==> src/hdl/bfsh_pkg.sv <==
package bfsh_pkg;

   localparam int CSR_AW = 2;
   localparam int CSR_DW = 32;

   localparam logic [CSR_AW-1:0] CSR_BIT_COUNT   = 2'd0;
   localparam logic [CSR_AW-1:0] CSR_PROBE_COUNT = 2'd1;
   localparam logic [CSR_AW-1:0] CSR_CAPACITY    = 2'd2;

   localparam logic [1:0] MODE_ADD   = 2'd0;
   localparam logic [1:0] MODE_TEST  = 2'd1;
   localparam logic [1:0] MODE_CLEAR = 2'd2;

   localparam int BC_W  = 17;
   localparam int PC_W  = 5;
   localparam int MIN_PROBES = 2;

   localparam logic [31:0] SHA_K [64] = '{
      32'h428a2f98, 32'h71374491, 32'hb5c0fbcf, 32'he9b5dba5,
      32'h3956c25b, 32'h59f111f1, 32'h923f82a4, 32'hab1c5ed5,
      32'hd807aa98, 32'h12835b01, 32'h243185be, 32'h550c7dc3,
      32'h72be5d74, 32'h80deb1fe, 32'h9bdc06a7, 32'hc19bf174,
      32'he49b69c1, 32'hefbe4786, 32'h0fc19dc6, 32'h240ca1cc,
      32'h2de92c6f, 32'h4a7484aa, 32'h5cb0a9dc, 32'h76f988da,
      32'h983e5152, 32'ha831c66d, 32'hb00327c8, 32'hbf597fc7,
      32'hc6e00bf3, 32'hd5a79147, 32'h06ca6351, 32'h14292967,
      32'h27b70a85, 32'h2e1b2138, 32'h4d2c6dfc, 32'h53380d13,
      32'h650a7354, 32'h766a0abb, 32'h81c2c92e, 32'h92722c85,
      32'ha2bfe8a1, 32'ha81a664b, 32'hc24b8b70, 32'hc76c51a3,
      32'hd192e819, 32'hd6990624, 32'hf40e3585, 32'h106aa070,
      32'h19a4c116, 32'h1e376c08, 32'h2748774c, 32'h34b0bcb5,
      32'h391c0cb3, 32'h4ed8aa4a, 32'h5b9cca4f, 32'h682e6ff3,
      32'h748f82ee, 32'h78a5636f, 32'h84c87814, 32'h8cc70208,
      32'h90befffa, 32'ha4506ceb, 32'hbef9a3f7, 32'hc67178f2
   };

   localparam logic [31:0] SHA_IV [8] = '{
      32'h6a09e667, 32'hbb67ae85, 32'h3c6ef372, 32'ha54ff53a,
      32'h510e527f, 32'h9b05688c, 32'h1f83d9ab, 32'h5be0cd19
   };

   typedef struct packed {
      logic        init;
      logic        wr;
      logic        fill;
      logic        start;
      logic [5:0]  pos;
      logic [7:0]  data;
      logic        mark;
      logic        with_len;
      logic [63:0] bits;
   } sha_cmd_type;

   typedef struct packed {
      logic        done;
      logic [31:0] h0;
      logic [31:0] h1;
   } sha_sts_type;

   function automatic logic [31:0] rotr(input logic [31:0] x, input int n);
      return (x >> n) | (x << (32 - n));
   endfunction

   function automatic logic [31:0] bswap(input logic [31:0] x);
      return {x[7:0], x[15:8], x[23:16], x[31:24]};
   endfunction

endpackage

==> src/hdl/bfsh_sha.sv <==
module bfsh_sha (
   input  logic                 clock,
   input  logic                 reset,
   input  bfsh_pkg::sha_cmd_type cmd,
   output bfsh_pkg::sha_sts_type sts
);
   import bfsh_pkg::*;

   logic [31:0] hv_ff [8];
   logic [31:0] st_ff [8];
   logic [31:0] w_ff  [16];
   logic [5:0]  rnd_ff;
   logic        run_ff;
   logic        fin_ff;
   logic        done_ff;

   logic [31:0] t1, t2, s0, s1, wn;
   logic [1:0]  lane;

   always_comb begin
      t1 = st_ff[7] + (rotr(st_ff[4], 6) ^ rotr(st_ff[4], 11) ^ rotr(st_ff[4], 25))
           + ((st_ff[4] & st_ff[5]) ^ (~st_ff[4] & st_ff[6])) + SHA_K[rnd_ff] + w_ff[0];
      t2 = (rotr(st_ff[0], 2) ^ rotr(st_ff[0], 13) ^ rotr(st_ff[0], 22))
           + ((st_ff[0] & st_ff[1]) ^ (st_ff[0] & st_ff[2]) ^ (st_ff[1] & st_ff[2]));
      s0 = rotr(w_ff[1], 7) ^ rotr(w_ff[1], 18) ^ (w_ff[1] >> 3);
      s1 = rotr(w_ff[14], 17) ^ rotr(w_ff[14], 19) ^ (w_ff[14] >> 10);
      wn = w_ff[0] + s0 + w_ff[9] + s1;
      lane = ~cmd.pos[1:0];
   end

   always_ff @(posedge clock) begin
      if (reset) begin
         run_ff  <= 1'b0;
         fin_ff  <= 1'b0;
         done_ff <= 1'b0;
         rnd_ff  <= '0;
         for (int i = 0; i < 8; i++) hv_ff[i] <= SHA_IV[i];
      end else begin
         done_ff <= 1'b0;
         if (cmd.init) begin
            for (int i = 0; i < 8; i++) hv_ff[i] <= SHA_IV[i];
         end
         if (cmd.start) begin
            for (int i = 0; i < 8; i++) st_ff[i] <= hv_ff[i];
            rnd_ff <= '0;
            run_ff <= 1'b1;
         end else if (run_ff) begin
            st_ff[0] <= t1 + t2;
            st_ff[1] <= st_ff[0];
            st_ff[2] <= st_ff[1];
            st_ff[3] <= st_ff[2];
            st_ff[4] <= st_ff[3] + t1;
            st_ff[5] <= st_ff[4];
            st_ff[6] <= st_ff[5];
            st_ff[7] <= st_ff[6];
            for (int i = 0; i < 15; i++) w_ff[i] <= w_ff[i+1];
            w_ff[15] <= wn;
            rnd_ff <= rnd_ff + 6'd1;
            if (rnd_ff == 6'd63) begin
               run_ff <= 1'b0;
               fin_ff <= 1'b1;
            end
         end else if (fin_ff) begin
            for (int i = 0; i < 8; i++) hv_ff[i] <= hv_ff[i] + st_ff[i];
            fin_ff  <= 1'b0;
            done_ff <= 1'b1;
         end
         if (cmd.wr) begin
            w_ff[cmd.pos[5:2]][{lane, 3'b000} +: 8] <= cmd.data;
         end
         if (cmd.fill) begin
            for (int p = 0; p < 64; p++) begin
               if (6'(p) == cmd.pos && cmd.mark) begin
                  w_ff[p/4][31-8*(p%4) -: 8] <= 8'h80;
               end else if (6'(p) >= cmd.pos) begin
                  w_ff[p/4][31-8*(p%4) -: 8] <= 8'h00;
               end
            end
            if (cmd.with_len) begin
               w_ff[14] <= cmd.bits[63:32];
               w_ff[15] <= cmd.bits[31:0];
            end
         end
      end
   end

   assign sts.done = done_ff;
   assign sts.h0   = hv_ff[0];
   assign sts.h1   = hv_ff[1];

endmodule

==> config.mk <==
export PLATFORM = sky130hd
export DESIGN_NAME = bfsh_sha
export DESIGN_NICKNAME = d
export VERILOG_FILES = /design/src/hdl/bfsh_pkg.sv /design/src/hdl/bfsh_sha.sv
export SDC_FILE = /design/constraint.sdc
export NUM_CORES = 2
export LEC_CHECK = 0
export CORE_MARGIN = 5
export CORE_UTILIZATION = 65
export CTS_CLUSTER_SIZE = 24
export DETAILED_ROUTE_END_ITERATION = 8
export DONT_BUFFER_PORTS = 1
export PLACE_DENSITY = 0.82
export SYNTH_ARGS = -nofsm -noshare
export SYNTH_HDL_FRONTEND = slang
export SYNTH_SLANG_ARGS = --single-unit
==> constraint.sdc <==
create_clock -name clock -period 17 [get_ports clock]
set_input_delay 2.55 -clock clock [delete_from_list [all_inputs] [get_ports clock]]
set_output_delay 2.55 -clock clock [all_outputs]
set_load 0.005 [all_outputs]
**Word-level counts from Yosys, hierarchy flattened**

Memories as Yosys holds them, arrays and structs flattened.
Index checks and enable logic that the tools add are counted.

- Flip-flop bits (word level): 9
- Memory bits (writable): 1024
- Bits in read-only memories: 2048
- Input port bits: 86
- Memories: 4

Memory list:

| memory | words | bits a word | read ports | clocked after memory_dff | wr ports | line | source |
|---|---|---|---|---|---|---|---|
| (no name shown) | 64 | 32 | 1 | 0 | 0 | bfsh_sha.sv:22 | `+ ((st_ff[4] & st_ff[5]) ^ (~st_ff[4] & st_ff[6])) + SHA_K[rnd_ff] + w_ff[0];` |
| w_ff | 16 | 32 | 16 | 0 | 17 | bfsh_sha.sv:11 | `logic [31:0] w_ff [16];` |
| hv_ff | 8 | 32 | 8 | 0 | 8 | bfsh_sha.sv:9 | `logic [31:0] hv_ff [8];` |
| st_ff | 8 | 32 | 8 | 0 | 8 | bfsh_sha.sv:10 | `logic [31:0] st_ff [8];` |

- Add/subtract/negate cells: 20
- Order comparisons: 65
- Eq/ne operators: 195
- Shift-type cells: 2
- Multiplexer cells: 767
- Bitwise gates (word level): 12670
- Reductions and logical operators: 67

Operators with widths:

| cell | number |
|---|---|
| bitwise AND 1 bit | 5248 |
| NOT 1 bit | 4161 |
| bitwise AND 1 bit, second input constant | 3072 |
| 2-to-1 mux 8 bit | 136 |
| 2-to-1 mux 32 bit | 27 |
| 2-to-1 mux 1 bit | 604 |
| adder 32 bit | 18 |
| == test 4 bit, second input constant | 130 |
| XOR 32 bit | 9 |
| == test 6 bit, first input constant | 32 |
| >= comparator 6 bit, first input constant | 32 |
| bitwise AND 32 bit | 5 |
| bitwise OR 1 bit | 160 |
| == test 5 x 6 -> 1 bit, first input constant | 16 |
| >= comparator 5 x 6 -> 1 bit, first input constant | 16 |
| logical AND 1 bit | 64 |
| == test 4 x 6 -> 1 bit, first input constant | 8 |
| >= comparator 4 x 6 -> 1 bit, first input constant | 8 |
| NOT 32 bit | 1 |
| bitwise OR 10 x 32 -> 32 bit | 1 |
| bitwise OR 13 x 32 -> 32 bit | 1 |
| bitwise OR 14 x 32 -> 32 bit | 1 |
| bitwise OR 15 x 32 -> 32 bit | 1 |
| bitwise OR 19 x 32 -> 32 bit | 1 |
| 25 further kinds | 34 |

**Depth between registers and ports, before layout**

- Depth after elaboration: 138
- Depth in mapped cells: 40
- Mapped depth without buffers: 38

**Worst setup path before layout**

OpenSTA, ideal clock, no wires.

- Path type: input-to-reg
- From: in reset
- To: mem st_ff[0][0] (enable)
- Library setup time: 0.879 ns
- Arrival: 13.356 ns
- Setup slack: 2.764 ns
- Stages on the path: 2
- Cell sequence: buf_2 -> nor2_1

RTL lines:

| what | line | source |
|---|---|---|
| start, declared | bfsh_sha.sv:3 | `input logic reset,` |
| end, declared | bfsh_sha.sv:10 |  |

==> results.py <==
metrics = {
    "placement": {
        "dp_slack_ps": 7070,
        "dpl.hpwl_um": 179000,
        "globalplace.congestion": 1.02,
        "numPortBuffers": 0,
        "dpl-instance-area_sq_um": 72300,
    },
    "clock_tree": {
        "cts_tree": "built",
        "insertion_delay_ps": 760,
        "cts.clk_slew.worst_paths_ps": 60,
        "clk_path_buf_depth": 3,
        "numCtsBuffers": 110,
        "cts_resized": 0,
        "post_cts_buffers": 0,
        "clock_sinks": 1033,
        "htreeDepth": 3,
        "hold_buffers": 0,
        "cts-root-buf": "clkbuf_16",
    },
    "global_route": {
        "gr-usage-met3_pct": 11.1,
        "grt_util_met1_pct": 55.1,
        "grt_pass1_wl_um": 356000,
        "grt_usage_pct": 40.1,
        "use_met2_pct": 58.3,
        "antenna_found_initial": 12,
        "grt_max_degree": 168,
        "grt_pass1_vias": 56000,
        "busiest_layer": "met2",
        "overflow": 0,
    },
    "routing": {
        "routed_wl_um": 241000,
        "num_vias": 59900,
        "wl_per_cell_um": 27.7,
        "dr.pass1.iters": 9,
        "drt_iter0_drc": 8604,
        "drtAntennaViolNets": 0,
        "drc": 0,
        "viasPerCell": 6.88,
    },
    "sta": {
        "period_share_pct": 59.8,
        "finalClockSkew_ps": 66.7,
        "relSlewSlack_pct": 6.86,
        "tns_ps": 0,
        "whs_ps": 525,
        "post-route-min-period_ps": 10160,
        "setup_ws_ps": 6840,
        "rsz0062_at_grt": "false",
        "hold_violations": 0,
        "setup_viol": 0,
        "worst_slew_pin_slew_ps": 1380,
        "fmax_ghz": 0.0984,
        "slew_violations": 0,
    },
    "logic_synthesis": {
        "ys_async_sr_fraction_pct": 0,
        "yosysTopAreaCellShare_pct": 41.4,
        "synth_area_leader_cell": "edfxtp_1",
        "yosys-top-cells-count": "edfxtp_1 (992), nand2_1 (986), o21ai_0 (742)",
        "yosysSeqAreaShare_pct": 42.6,
        "ys.warnings.count": 0,
        "synth-edff-count": 992,
        "synthFlopType": "edfxtp_1",
        "syn_area_per_cell_sq_um": 9.74,
        "synth_area_leaders": "edfxtp_1 (41%), ha_1 (6.9%), fa_1 (5.4%)",
        "synth-seq-cells": 1033,
        "synth_nets": 8063,
        "synth_cell_types": 117,
        "yosysMostFrequentCell": "edfxtp_1",
        "synthCells": 7387,
        "synth_area_sq_um": 71900,
    },
    "worst_setup_path": {
        "critPathSlowestCell": "ha_1",
        "cp.arrival_ps": 10600,
        "endpoint_kind": "flip-flop",
        "startpoint_type": "flip-flop",
        "criticalPathCategory": "flip-flop to flip-flop",
        "cp_common_cell": "o21ai_0",
        "max_stage_delay_ps": 670,
        "cp_max_fo": 26,
        "required_ps": 17440,
    },
    "die": {
        "row_count": 122,
        "start_util_pct": 65.2,
        "fp.dieW_um": 343,
        "io_pins": 151,
        "core_area_sq_um": 110000,
        "dieArea_sq_um": 117000,
        "die_h_um": 343,
    },
    "worst_hold_path": {
        "hp-class": "flip-flop to flip-flop",
    },
    "finish": {
        "final_nets": 7787,
        "area_delta_synth_final_pct": 5.55,
        "layout-drive-gt1-share_pct": 5.58,
        "final_cell_area_sq_um": 75900,
    },
    "flow_run": {
        "max_cap_viol_count": 0,
    },
    "outcome": {
        "outcome": "complete, no violations",
    },
}
==> sequential cells by signal, summed over array words and instances, names as in the netlist <==
signal   cells
done_ff      1
fin_ff       1
hv_ff      256
rnd_ff       6
run_ff       1
st_ff      256
w_ff       512
==> per-layer routing <==
| metal | vias up | routed length [um] |
|---|---|---|
| met3 | 857 | 34000 |
| met4 | 4 | 16400 |
| met5 | - | 21 |
| li1 | 26200 | - |
| met1 | 28600 | 89500 |
| met2 | 4231 | 101000 |
==> stage by stage <==
step,cells,utilization (%)
global placement,8487,65.5
finish,8699,68.8
global route,8689,68.8
detailed placement,8487,65.5
floorplan,7387,-
CTS,8689,68.8
==> cells by family (layout without fill, tap and decap cells) <==
family | count (synthesis) | count (layout) | share of synthesized area, %
compound gates | 1996 | 1996 | 17.2
xor+xnor | 552 | 552 | 6.76
fa+ha+maj | 614 | 614 | 12.6
buf+inv | 720 | 534 | 4.20
flops | 1033 | 1033 | 42.6
mux | 115 | 115 | 1.85
other cells | 0 | 10 | 0
simple gates | 2357 | 2357 | 14.8
==> placed cells by master, fill, tap and decap left out, types with 91 or more instances in the layout <==
cell,n
xnor2_1,385
edfxtp_1,992
xor2_1,165
clkbuf_16,112
a21o_1,158
ha_1,395
nand3_1,435
nand2_1,985
nor2_1,458
inv_1,272
a21oi_1,440
o21ai_0,742
fa_1,195
nor3_1,91
==> area by class of cell <==
| cell class | count | area [sq um] |
|---|---|---|
| antenna | 10 | 25.0 |
| clock buffer | 132 | 2930 |
| clock inverter | 70 | 641 |
| fill | 8411 | 34400 |
| inverter | 279 | 1060 |
| multi-input combinational | 5634 | 38400 |
| sequential | 1033 | 30600 |
| tap | 1488 | 1860 |
| timing repair buffer | 53 | 435 |
==> final timing paths <==
check	to	from	slack (ps)	cells after the start
max	st_ff[0][30]$_DFFE_PP_	rnd_ff[0]$_SDFFE_PP0P_	6840	33
min	fin_ff$_SDFFE_PP0P_	fin_ff$_SDFFE_PP0P_	520	1
max reg2reg	st_ff[0][30]$_DFFE_PP_	rnd_ff[0]$_SDFFE_PP0P_	6840	33
min reg2reg	fin_ff$_SDFFE_PP0P_	fin_ff$_SDFFE_PP0P_	520	1
==> critical path: cells and delay by family, from the launching register on <==
family	cells	cell delay (ps)
xor gates and xnor gates	1	140
AOI/OAI and AO/OA	15	3670
adders and majority gates	8	3660
buffers and inverters	5	1110
DFF	1	310
and+or+nand+nor	4	1000
Power is not shown: default switching activity piles up to over one toggle a cycle in this logic, so the estimate is an artifact.
