## src/hdl/bfsh_pkg.sv

```systemverilog
package bfsh_pkg;

   localparam int CSR_AW = 2;
   localparam int CSR_DW = 32;

   localparam logic [CSR_AW-1:0] CSR_BIT_COUNT   = 2'd0;
   localparam logic [CSR_AW-1:0] CSR_PROBE_COUNT = 2'd1;
   localparam logic [CSR_AW-1:0] CSR_CAPACITY    = 2'd2;

   localparam logic [1:0] MODE_ADD   = 2'd0;
   localparam logic [1:0] MODE_TEST  = 2'd1;
   localparam logic [1:0] MODE_CLEAR = 2'd2;

   localparam int BC_W  = 17;
   localparam int PC_W  = 5;
   localparam int MIN_PROBES = 2;

   localparam logic [31:0] SHA_K [64] = '{
      32'h428a2f98, 32'h71374491, 32'hb5c0fbcf, 32'he9b5dba5,
      32'h3956c25b, 32'h59f111f1, 32'h923f82a4, 32'hab1c5ed5,
      32'hd807aa98, 32'h12835b01, 32'h243185be, 32'h550c7dc3,
      32'h72be5d74, 32'h80deb1fe, 32'h9bdc06a7, 32'hc19bf174,
      32'he49b69c1, 32'hefbe4786, 32'h0fc19dc6, 32'h240ca1cc,
      32'h2de92c6f, 32'h4a7484aa, 32'h5cb0a9dc, 32'h76f988da,
      32'h983e5152, 32'ha831c66d, 32'hb00327c8, 32'hbf597fc7,
      32'hc6e00bf3, 32'hd5a79147, 32'h06ca6351, 32'h14292967,
      32'h27b70a85, 32'h2e1b2138, 32'h4d2c6dfc, 32'h53380d13,
      32'h650a7354, 32'h766a0abb, 32'h81c2c92e, 32'h92722c85,
      32'ha2bfe8a1, 32'ha81a664b, 32'hc24b8b70, 32'hc76c51a3,
      32'hd192e819, 32'hd6990624, 32'hf40e3585, 32'h106aa070,
      32'h19a4c116, 32'h1e376c08, 32'h2748774c, 32'h34b0bcb5,
      32'h391c0cb3, 32'h4ed8aa4a, 32'h5b9cca4f, 32'h682e6ff3,
      32'h748f82ee, 32'h78a5636f, 32'h84c87814, 32'h8cc70208,
      32'h90befffa, 32'ha4506ceb, 32'hbef9a3f7, 32'hc67178f2
   };

   localparam logic [31:0] SHA_IV [8] = '{
      32'h6a09e667, 32'hbb67ae85, 32'h3c6ef372, 32'ha54ff53a,
      32'h510e527f, 32'h9b05688c, 32'h1f83d9ab, 32'h5be0cd19
   };

   typedef struct packed {
      logic        init;
      logic        wr;
      logic        fill;
      logic        start;
      logic [5:0]  pos;
      logic [7:0]  data;
      logic        mark;
      logic        with_len;
      logic [63:0] bits;
   } sha_cmd_type;

   typedef struct packed {
      logic        done;
      logic [31:0] h0;
      logic [31:0] h1;
   } sha_sts_type;

   function automatic logic [31:0] rotr(input logic [31:0] x, input int n);
      return (x >> n) | (x << (32 - n));
   endfunction

   function automatic logic [31:0] bswap(input logic [31:0] x);
      return {x[7:0], x[15:8], x[23:16], x[31:24]};
   endfunction

endpackage

```

## src/hdl/bfsh_mod.sv

```systemverilog
module bfsh_mod (
   input  logic                       clock,
   input  logic                       reset,
   input  logic                       start,
   input  logic [31:0]                dividend,
   input  logic [bfsh_pkg::BC_W-1:0]  divisor,
   output logic                       done,
   output logic [bfsh_pkg::BC_W-1:0]  remainder
);
   import bfsh_pkg::*;

   logic [31:0]     q_ff;
   logic [BC_W-1:0] r_ff;
   logic [4:0]      cnt_ff;
   logic            run_ff;
   logic            done_ff;
   logic [BC_W:0]   r2;

   assign r2 = {r_ff, q_ff[31]};

   always_ff @(posedge clock) begin
      if (reset) begin
         run_ff  <= 1'b0;
         done_ff <= 1'b0;
         cnt_ff  <= '0;
      end else begin
         done_ff <= 1'b0;
         if (start) begin
            q_ff   <= dividend;
            r_ff   <= '0;
            cnt_ff <= '0;
            run_ff <= 1'b1;
         end else if (run_ff) begin
            q_ff <= {q_ff[30:0], 1'b0};
            if (r2 >= {1'b0, divisor}) r_ff <= BC_W'(r2 - {1'b0, divisor});
            else                      r_ff <= r2[BC_W-1:0];
            cnt_ff <= cnt_ff + 5'd1;
            if (cnt_ff == 5'd31) begin
               run_ff  <= 1'b0;
               done_ff <= 1'b1;
            end
         end
      end
   end

   assign done      = done_ff;
   assign remainder = r_ff;

endmodule

```

## config.mk

```make
export PLATFORM = sky130hd
export DESIGN_NAME = bfsh_mod
export DESIGN_NICKNAME = d
export VERILOG_FILES = /design/src/hdl/bfsh_pkg.sv /design/src/hdl/bfsh_mod.sv
export SDC_FILE = /design/constraint.sdc
export NUM_CORES = 1
export LEC_CHECK = 0
export CAP_MARGIN = 0
export CORE_ASPECT_RATIO = 0.9
export CORE_UTILIZATION = 58
export CTS_BUF_LIST = sky130_fd_sc_hd__clkbuf_16
export DETAILED_ROUTE_END_ITERATION = 6
export DONT_BUFFER_PORTS = 1
export PLACE_DENSITY = 0.76
export SLEW_MARGIN = 20
export SYNTH_ARGS = -nofsm -noshare
export SYNTH_HDL_FRONTEND = slang
export SYNTH_SLANG_ARGS = --single-unit
```

## constraint.sdc

```tcl
create_clock -name clock -period 4.25 [get_ports clock]
set_input_delay 0.85 -clock clock [delete_from_list [all_inputs] [get_ports clock]]
set_output_delay 0.85 -clock clock [all_outputs]
set_load 0.02 [all_outputs]
```

# Word-level counts from Yosys, hierarchy flattened
# Index checks and enable logic that the tools add are counted.
dict set report totals {
  regBits 56
  input_bits 52
}
dict set report classes {
  addsub 2
  n_lt_le_gt_ge 1
  n_eq_ne 1
  n_mux 8
  bitwise 2
  reduce_logical 4
}
# op count
set op_table {}
lappend op_table {{two-way mux 32 bit} 2}
lappend op_table {{two-way mux 17 bit} 2}
lappend op_table {{greater-or-equal comparator 18 x 17 -> 1 bit} 1}
lappend op_table {{subtractor 17 bit} 1}
lappend op_table {{adder 5 x 1 -> 5 bit, second input constant} 1}
lappend op_table {{equality test 5 bit, second input constant} 1}
lappend op_table {{two-way mux 1 bit} 4}
lappend op_table {{OR reduction 3 bit} 1}
lappend op_table {{NOT 1 bit} 2}
lappend op_table {{AND reduction 2 bit} 1}
lappend op_table {{nonzero test 2 bit} 1}
lappend op_table {{OR reduction 2 bit} 1}

# Longest topological paths before layout
# Gate-level depths: netlist (run 1).
dict set report logic_depth {
  ltp_word 4
  depth_mapped 11
}

# Worst setup path after synthesis (run 1)
# No wires, ideal clock.
dict set report synth_path {
  path_kind {input to register}
  start {in start}
  end {reg q_ff[0], enable pin}
  arrival_ps 3632
  slack_ps 162
  cell_stages 4
  path_buffers 2
  cell_sequence {clkbuf_1 clkbuf_1 nor2_1 nor2_1}
}
dict set report synth_between {
  elab_chain_len 2
}
# item line_no
set synth_lines {}
lappend synth_lines {{from (decl)} bfsh_mod.sv:4} ;# input logic start,
lappend synth_lines {{nonzero test 2 bit (no source line)} --}
lappend synth_lines {{AND reduction 2 bit (no source line)} --}
lappend synth_lines {{to (signal assigned)} bfsh_mod.sv:29} ;# q_ff <= dividend;
lappend synth_lines {{to (signal assigned)} bfsh_mod.sv:34} ;# q_ff <= {q_ff[30:0], 1'b0};
lappend synth_lines {{to (decl)} bfsh_mod.sv:12} ;# logic [31:0] q_ff;
# No other way between the ends.
# A chain may end at the register's enable or synchronous reset.

# Worst setup path in the final report (run 1)
dict set report layout_path {
  start {in divisor[0] in the netlist's numbering}
  end {reg r_ff[6] (netlist: remainder[6]) (data pin)}
}
dict set report layout_between {
  elab_chain_len 3
  elab_cells_between_ends 4
}
# item line_no
set layout_lines {}
lappend layout_lines {{from (decl)} bfsh_mod.sv:6} ;# input logic [bfsh_pkg::BC_W-1:0] divisor,
lappend layout_lines {{subtractor 17 bit or greater-or-equal comparator 18 x 17 -> 1 bit (tied branches)} bfsh_mod.sv:35} ;# if (r2 >= {1'b0, divisor}) r_ff <= BC_W'(r2 - {1'b0, divisor});
lappend layout_lines {{two-way mux 17 bit (*)} bfsh_mod.sv:35}
lappend layout_lines {{two-way mux 17 bit (*)} bfsh_mod.sv:33} ;# end else if (run_ff) begin
lappend layout_lines {{to (signal assigned)} bfsh_mod.sv:35}
lappend layout_lines {{to (signal assigned)} bfsh_mod.sv:36} ;# else r_ff <= r2[BC_W-1:0];
lappend layout_lines {{to (decl)} bfsh_mod.sv:13} ;# logic [BC_W-1:0] r_ff;
# Every way passes the cells marked *; elsewhere a longest branch is shown, timed or not. The select of a mux whose other input is x is not followed.

==> metrics.txt, run 1 <==
outcome=completed; antenna viol nets, final=0; vias in the first global route=2,070; fin area=3660 sq um; Crit path depth=10; WHS Path Cells=2; sequential element share of the synthesized area=46.8%; setup violators final=0; Slew HR=41.8%; Crit Path Max Fanout=11; Clock transition at path regs=0.07 ns; reg2reg path depth=8; TritonCTS Buffers=5; sequential power share=47.0%; NetSw=0.000413 W; Synth Flop Type=edfxtp_1; synth top area cells=edfxtp_1 (43%), mux2_2 (10%), ha_1 (6.9%); root buffer cell=clkbuf_16; Simple-Gate Fraction of Synth Area=10.3%; clock share of power=31.5%; most frequent cells in the layout=edfxtp_1 (49), mux2_2 (31), inv_1 (23); CP Launch Type=input port; Crit Path Category=in2reg; Iteration-0 DRC Markers=155; Die Wd=83.2 microns; gp weighted congestion=0.894; Buf/Inv on CP=2; post-synthesis compound-gate area fraction=14.8%; largest family of logic cells by synthesized area=compound AO/OA/AOI/OAI gates; max-slew violations=0; height of the die=75.1 microns; slowest CP cell=o31ai_4; Ys Warns=0; leakage=1.42 nW; Max Freq=0.329 GHz; DR vias=2,220; post-route setup TNS=0 ns; die area=6250 sq um; antenna cells=0; r2r setup slk=1.25 ns; Syn Inst Count=297; post-synthesis mux area share=13.3%; antenna violations before repair=0; Tot Pwr=0.00148 W; RSZ-0062 raised after global routing=false; critical-path cell list=ha_1 -> inv_1 -> fa_1 -> a211oi_1 -> o211ai_2 -> a31oi_4 -> o31ai_4 -> buf_6 -> mux2i_1 -> nor2_1; Least-Margin Pin Slew=0.871 ns; Synth area leader=edfxtp_1; Crit path largest cell delay=0.62 ns; # hold bufs at CTS=0; DRC=0; pin count of the biggest net entering global routing=58; first-pass GRT wire length=10.1 mm; Clk Latency, worst-skew pair=0.29 ns; # Max-Cap Violations=0; number of synthesized flops with an enable pin=49; Post-Synth XOR/XNOR Area=3.05%; nature of the critical path endpoint=register; CTS tree=done; worst path arrival time=3.09 ns; Req. time, crit path=4.30 ns; Rows=26; Final #Nets=366; I/O Buffers=0; Max IR drop VDD=0.242 mV; postcts setup bufs=0; Async SR Flop Fraction=0%; Comb power frac=21.5%; post-synth net total=369; post-DR wirelength/cell=17.4 microns; First-pass DRT Iterations=4; Mapped Area=3440 sq um; area share of the largest cell type after synthesis=42.7%; switching share of power=27.8%; CTS resizes=0; pre-CTS WS=0.671 ns; Pint=0.00107 W; Initial Util=60.5%; layout cells sized above 1=20.0%; synthesized flop and latch total=56; final hold violations=0; vias per inst=6.08; leading cell type in the layout, fill and taps excluded=edfxtp_1; Final Core Density=64.3%; GRT Residual Overflow=0; Adder-Cell Fraction of Synth Area=7.49%; Power Dens Cells=405 nW/um^2; HPWL after DPL=4.42 mm; dpl cell area=3480 sq um; Unique masters post-synth=51; Std-Cell Core Area=5690 sq um; Sink Count=56; final worst setup slack=1.21 ns; GRT Util Overall=20.7%; clock tree buffer depth=2; family with the most delay on the worst path=compound AO/OA/AOI/OAI gates; Area Overhead vs Synth=6.36%; min Tclk post-route=3.04 ns; # IOs=70; Worst Skew=0.00599 ns; Hold WC Path Type=reg2reg; fin crit share=71.6%; Total Wirelength=6.34 mm; H-tree levels=2; syn avg cell area=11.6 sq um
## per-stage QoR
stage / hold WS [ns] / cells
finish: 0.537 / 365
global route: 0.561 / 365
CTS: 0.540 / 364
detailed placement: 0.526 / 356
global placement: 0.514 / 356
floorplan: 0.502 / 297
## power by group through the flow
| stage | sequential [W] | clock [W] | combinational (W) |
|---|---|---|---|
| 3_3_place_gp | 0.000709 | 0 | 0.000308 |
| 2_1_floorplan | 0.000700 | 0 | 0.000278 |
| 3_5_place_dp | 0.000710 | 0 | 0.000312 |
| 6_report | 0.000698 | 0.000467 | 0.000320 |
| 4_1_cts | 0.000698 | 0.000476 | 0.000316 |
| 5_1_grt | 0.000702 | 0.000493 | 0.000358 |
## tightest hold or removal path: stages, from the launching register on
cell and delay (ns):
dfxtp_1 0.31, mux2i_1 0.13, nor3_1 0.06
## final timing paths
| kind | endpoint | startpoint |
|---|---|---|
| setup / recovery | remainder[6] | divisor[0] |
| hold reg to reg | cnt_ff[4] | cnt_ff[4] |
| hold / removal | cnt_ff[4] | cnt_ff[4] |
| setup reg to reg | remainder[6] | remainder[2] |
## cell type report
class	instances	area, sq um
clock inverter	3	42.5
clock buffer	5	125
tap	70	87.6
timing repair buffer	2	18.8
inverter	22	82.6
fill	446	2030
multi-input combinational	207	1690
sequential	56	1610
## flip-flops by register name, indices dropped and copies added (netlist names)
register and count:
remainder 17, done 1, run_ff 1, cnt_ff 5
q_ff 32
## kinds of logic after synthesis
family          Yosys count
flops                    56
simple gates             68
compound gates           65
mux                      42
fa+ha+maj                20
buf+inv                  34
xor+xnor                 12
## cells in the mapped netlist, types with 2 or more instances
library cell  number
o211ai_2           2
a21oi_1           19
o21ai_0            7
nor2_2             3
xnor2_1            7
nand2b_1           3
clkbuf_1           7
ha_1              19
buf_6              2
inv_1             22
a31oi_1            2
nand4_1            4
nand3_1            4
and2_1             2
nor2_1            19
o21a_1             4
nor2b_1            3
and3b_1            2
and3_1             2
a211oi_2           4
buf_2              2
o311ai_0           3
mux2i_1           11
edfxtp_1          49
nor3_1            11
mux2_2            31
a21boi_0           4
a211oi_1           2
nand2_1           11
xor2_1             5
a21o_1             4
or3_1              2
dfxtp_1            7
## routing by layer
layer | vias up | wire, microns | global-route usage [%]
met5 | - | 0 | 0
met4 | 0 | 37 | 5.17
met3 | 5 | 408 | 6.03
met2 | 52 | 2910 | 33.0
met1 | 1061 | 2980 | 28.4
li1 | 1102 | - | -
No activity file was read; power rests on OpenSTA's default activity.
==> inputs of run 2 (changes only) <==
==> constraint.sdc (replaced) <==
create_clock -name clock -period 2.5 [get_ports clock]
set_input_delay 0.5 -clock clock [delete_from_list [all_inputs] [get_ports clock]]
set_output_delay 0.5 -clock clock [all_outputs]
set_load 0.02 [all_outputs]
==> run 2 against run 1 <==
Effect of this change: the run now ends with setup timing left; clock-buffer cell count is the same; core utilization rose by 11 points; worst setup slack worse by 1.2 ns; sequential cell count unchanged; combinational power increased to 2.7 times the previous value; final area grew 18%; register-to-register slack got worse by 1.3 ns; final cell count grew 19%; non-clock buffer count is 68 higher; die area did not move; first-iteration DRC count grew 6.5%; worst hold slack worse by 0.27 ns.
==> metrics.txt, run 2 (synthesis gave the netlist of run 1 again) <==
outcome=complete, but fails checks; failing checks=setup timing; HPWL after DPL=5.59 mm; critical-path cell list=ha_1 -> nand3_4 -> buf_4 -> nor4_2 -> a31oi_2 -> o31ai_4 -> buf_8 -> mux2i_2 -> nor2_1; CTS tree=done; fin cells=433; DRC=0; post-DR wirelength/cell=18.5 microns; Least-Margin Pin Slew=0.415 ns; layout cells sized above 1=39.1%; Req. time, crit path=2.55 ns; die area=6250 sq um; clock tree buffer depth=2; max-slew violations=0; # hold bufs at CTS=0; GRT Residual Overflow=0; height of the die=75.1 microns; Area Overhead vs Synth=25.2%; Std-Cell Core Area=5690 sq um; Final #Nets=434; family with the most delay on the worst path=simple AND/OR/NAND/NOR gates; RSZ-0062 raised after global routing=true; max reg flops=32; # Max-Cap Violations=0; vias in the first global route=2,424; fillers=383; root buffer cell=clkbuf_16; TritonCTS Buffers=5; antenna cells=0; Total Wirelength=7.99 mm; I/O Buffers=0; min Tclk post-route=2.54 ns; Initial Util=60.5%; worst path arrival time=2.59 ns; Die Wd=83.2 microns; pin count of the biggest net entering global routing=58; most frequent cells in the layout=buf_4 (65), edfxtp_1 (49), mux2_2 (31); first-pass GRT wire length=11.7 mm; First-pass DRT Iterations=4; Clock transition at path regs=0.07 ns; DR vias=2,575; pre-CTS WS=-0.298 ns; leading cell type in the layout, fill and taps excluded=buf_4; vias per inst=5.95; slowest CP cell=edfxtp_1; setup violators final=2; H-tree levels=2; Slew HR=72.0%; Crit path largest cell delay=0.43 ns; fin crit share=101%; Rows=26; Clk Latency, worst-skew pair=0.30 ns; Sink Count=56; CP Launch Type=register; Max Freq=0.394 GHz; Crit Path Category=reg2reg; Buf/Inv on CP=2; antenna violations before repair=0; Max IR drop VDD=0.445 mV; GRT Util Overall=24.6%; Reg with most FFs=q_ff; final worst setup slack=-0.0355 ns; nature of the critical path endpoint=register; # IOs=70; Iteration-0 DRC Markers=165; leakage=1.76 nW; gp weighted congestion=0.904; Crit Path Max Fanout=6; Placed Instances=418; antenna viol nets, final=0; Worst Skew=0.00850 ns; final hold violations=0; Power Dens Cells=635 nW/um^2; Hold WC Path Type=in2reg
[run 2: cell count changes in the layout (fill, tap and decap cells not counted), sizes merged]
| cell | previous run | this run |
|---|---|---|
| buf | 2 | 69 |
| clkinvlp | 0 | 1 |
| inv | 24 | 23 |
| bufinv | 1 | 0 |
| clkinv | 0 | 1 |
| clkbuf | 5 | 6 |
[run 2: what timing repair did]
action	4_1_cts	5_1_grt
pin swaps	4	9
setup endpoints to repair	11	12
cloned	0	1
gates resized for setup	4	14
setup buffers	3	3
[run 2: where the power goes]
group / internal (W) / total, W / leakage [nW] / switching [W]
Combinational: 0.000429 / 0.000866 / 1.16 / 0.000437
Sequential: 0.00111 / 0.00114 / 0.528 / 0.0000371
Clock: 0.000381 / 0.000730 / 0.0719 / 0.000349
Total: 0.00192 / 0.00274 / 1.76 / 0.000822
[run 2: final timing paths]
path | slack (ns) | to | cells after the start | start
max | -0.04 | remainder[1] | 9 | remainder[13]
max reg2reg | -0.04 | remainder[1] | 9 | remainder[13]
min | 0.27 | cnt_ff[4] | 1 | reset
min reg2reg | 0.53 | cnt_ff[4] | 2 | cnt_ff[4]
[run 2: area by class of cell]
| class | instances | area [sq um] | share of cell area, % |
|---|---|---|---|
| multi-input combinational | 207 | 1810 | 42.1 |
| clock inverter | 3 | 27.5 | 0.639 |
| timing repair buffer | 70 | 562 | 13.0 |
| tap | 70 | 87.6 | 2.03 |
| clock buffer | 5 | 125 | 2.90 |
| inverter | 22 | 82.6 | 1.92 |
| sequential | 56 | 1610 | 37.4 |
[run 2: layer usage]
metal	track usage, %	up-vias	part of all wire, %
li1	-	1241	-
met1	31.4	1237	43
met2	42.3	87	50
met3	5.70	10	6.0
met4	7.85	0	1.2
met5	0	-	0
[run 2: metrics by stage]
step	area [sq um]	hold slack, ns	total power [W]	setup TNS, ns	util [%]
floorplan	3450	0.502	0.00166	0	-
global placement	3950	0.515	0.00189	-6.52	69.3
detailed placement	3960	0.520	0.00192	-2.32	69.6
CTS	4170	0.269	0.00266	0	73.3
global route	4310	0.256	0.00285	-0.753	75.7
finish	4310	0.272	0.00274	-0.0684	75.7
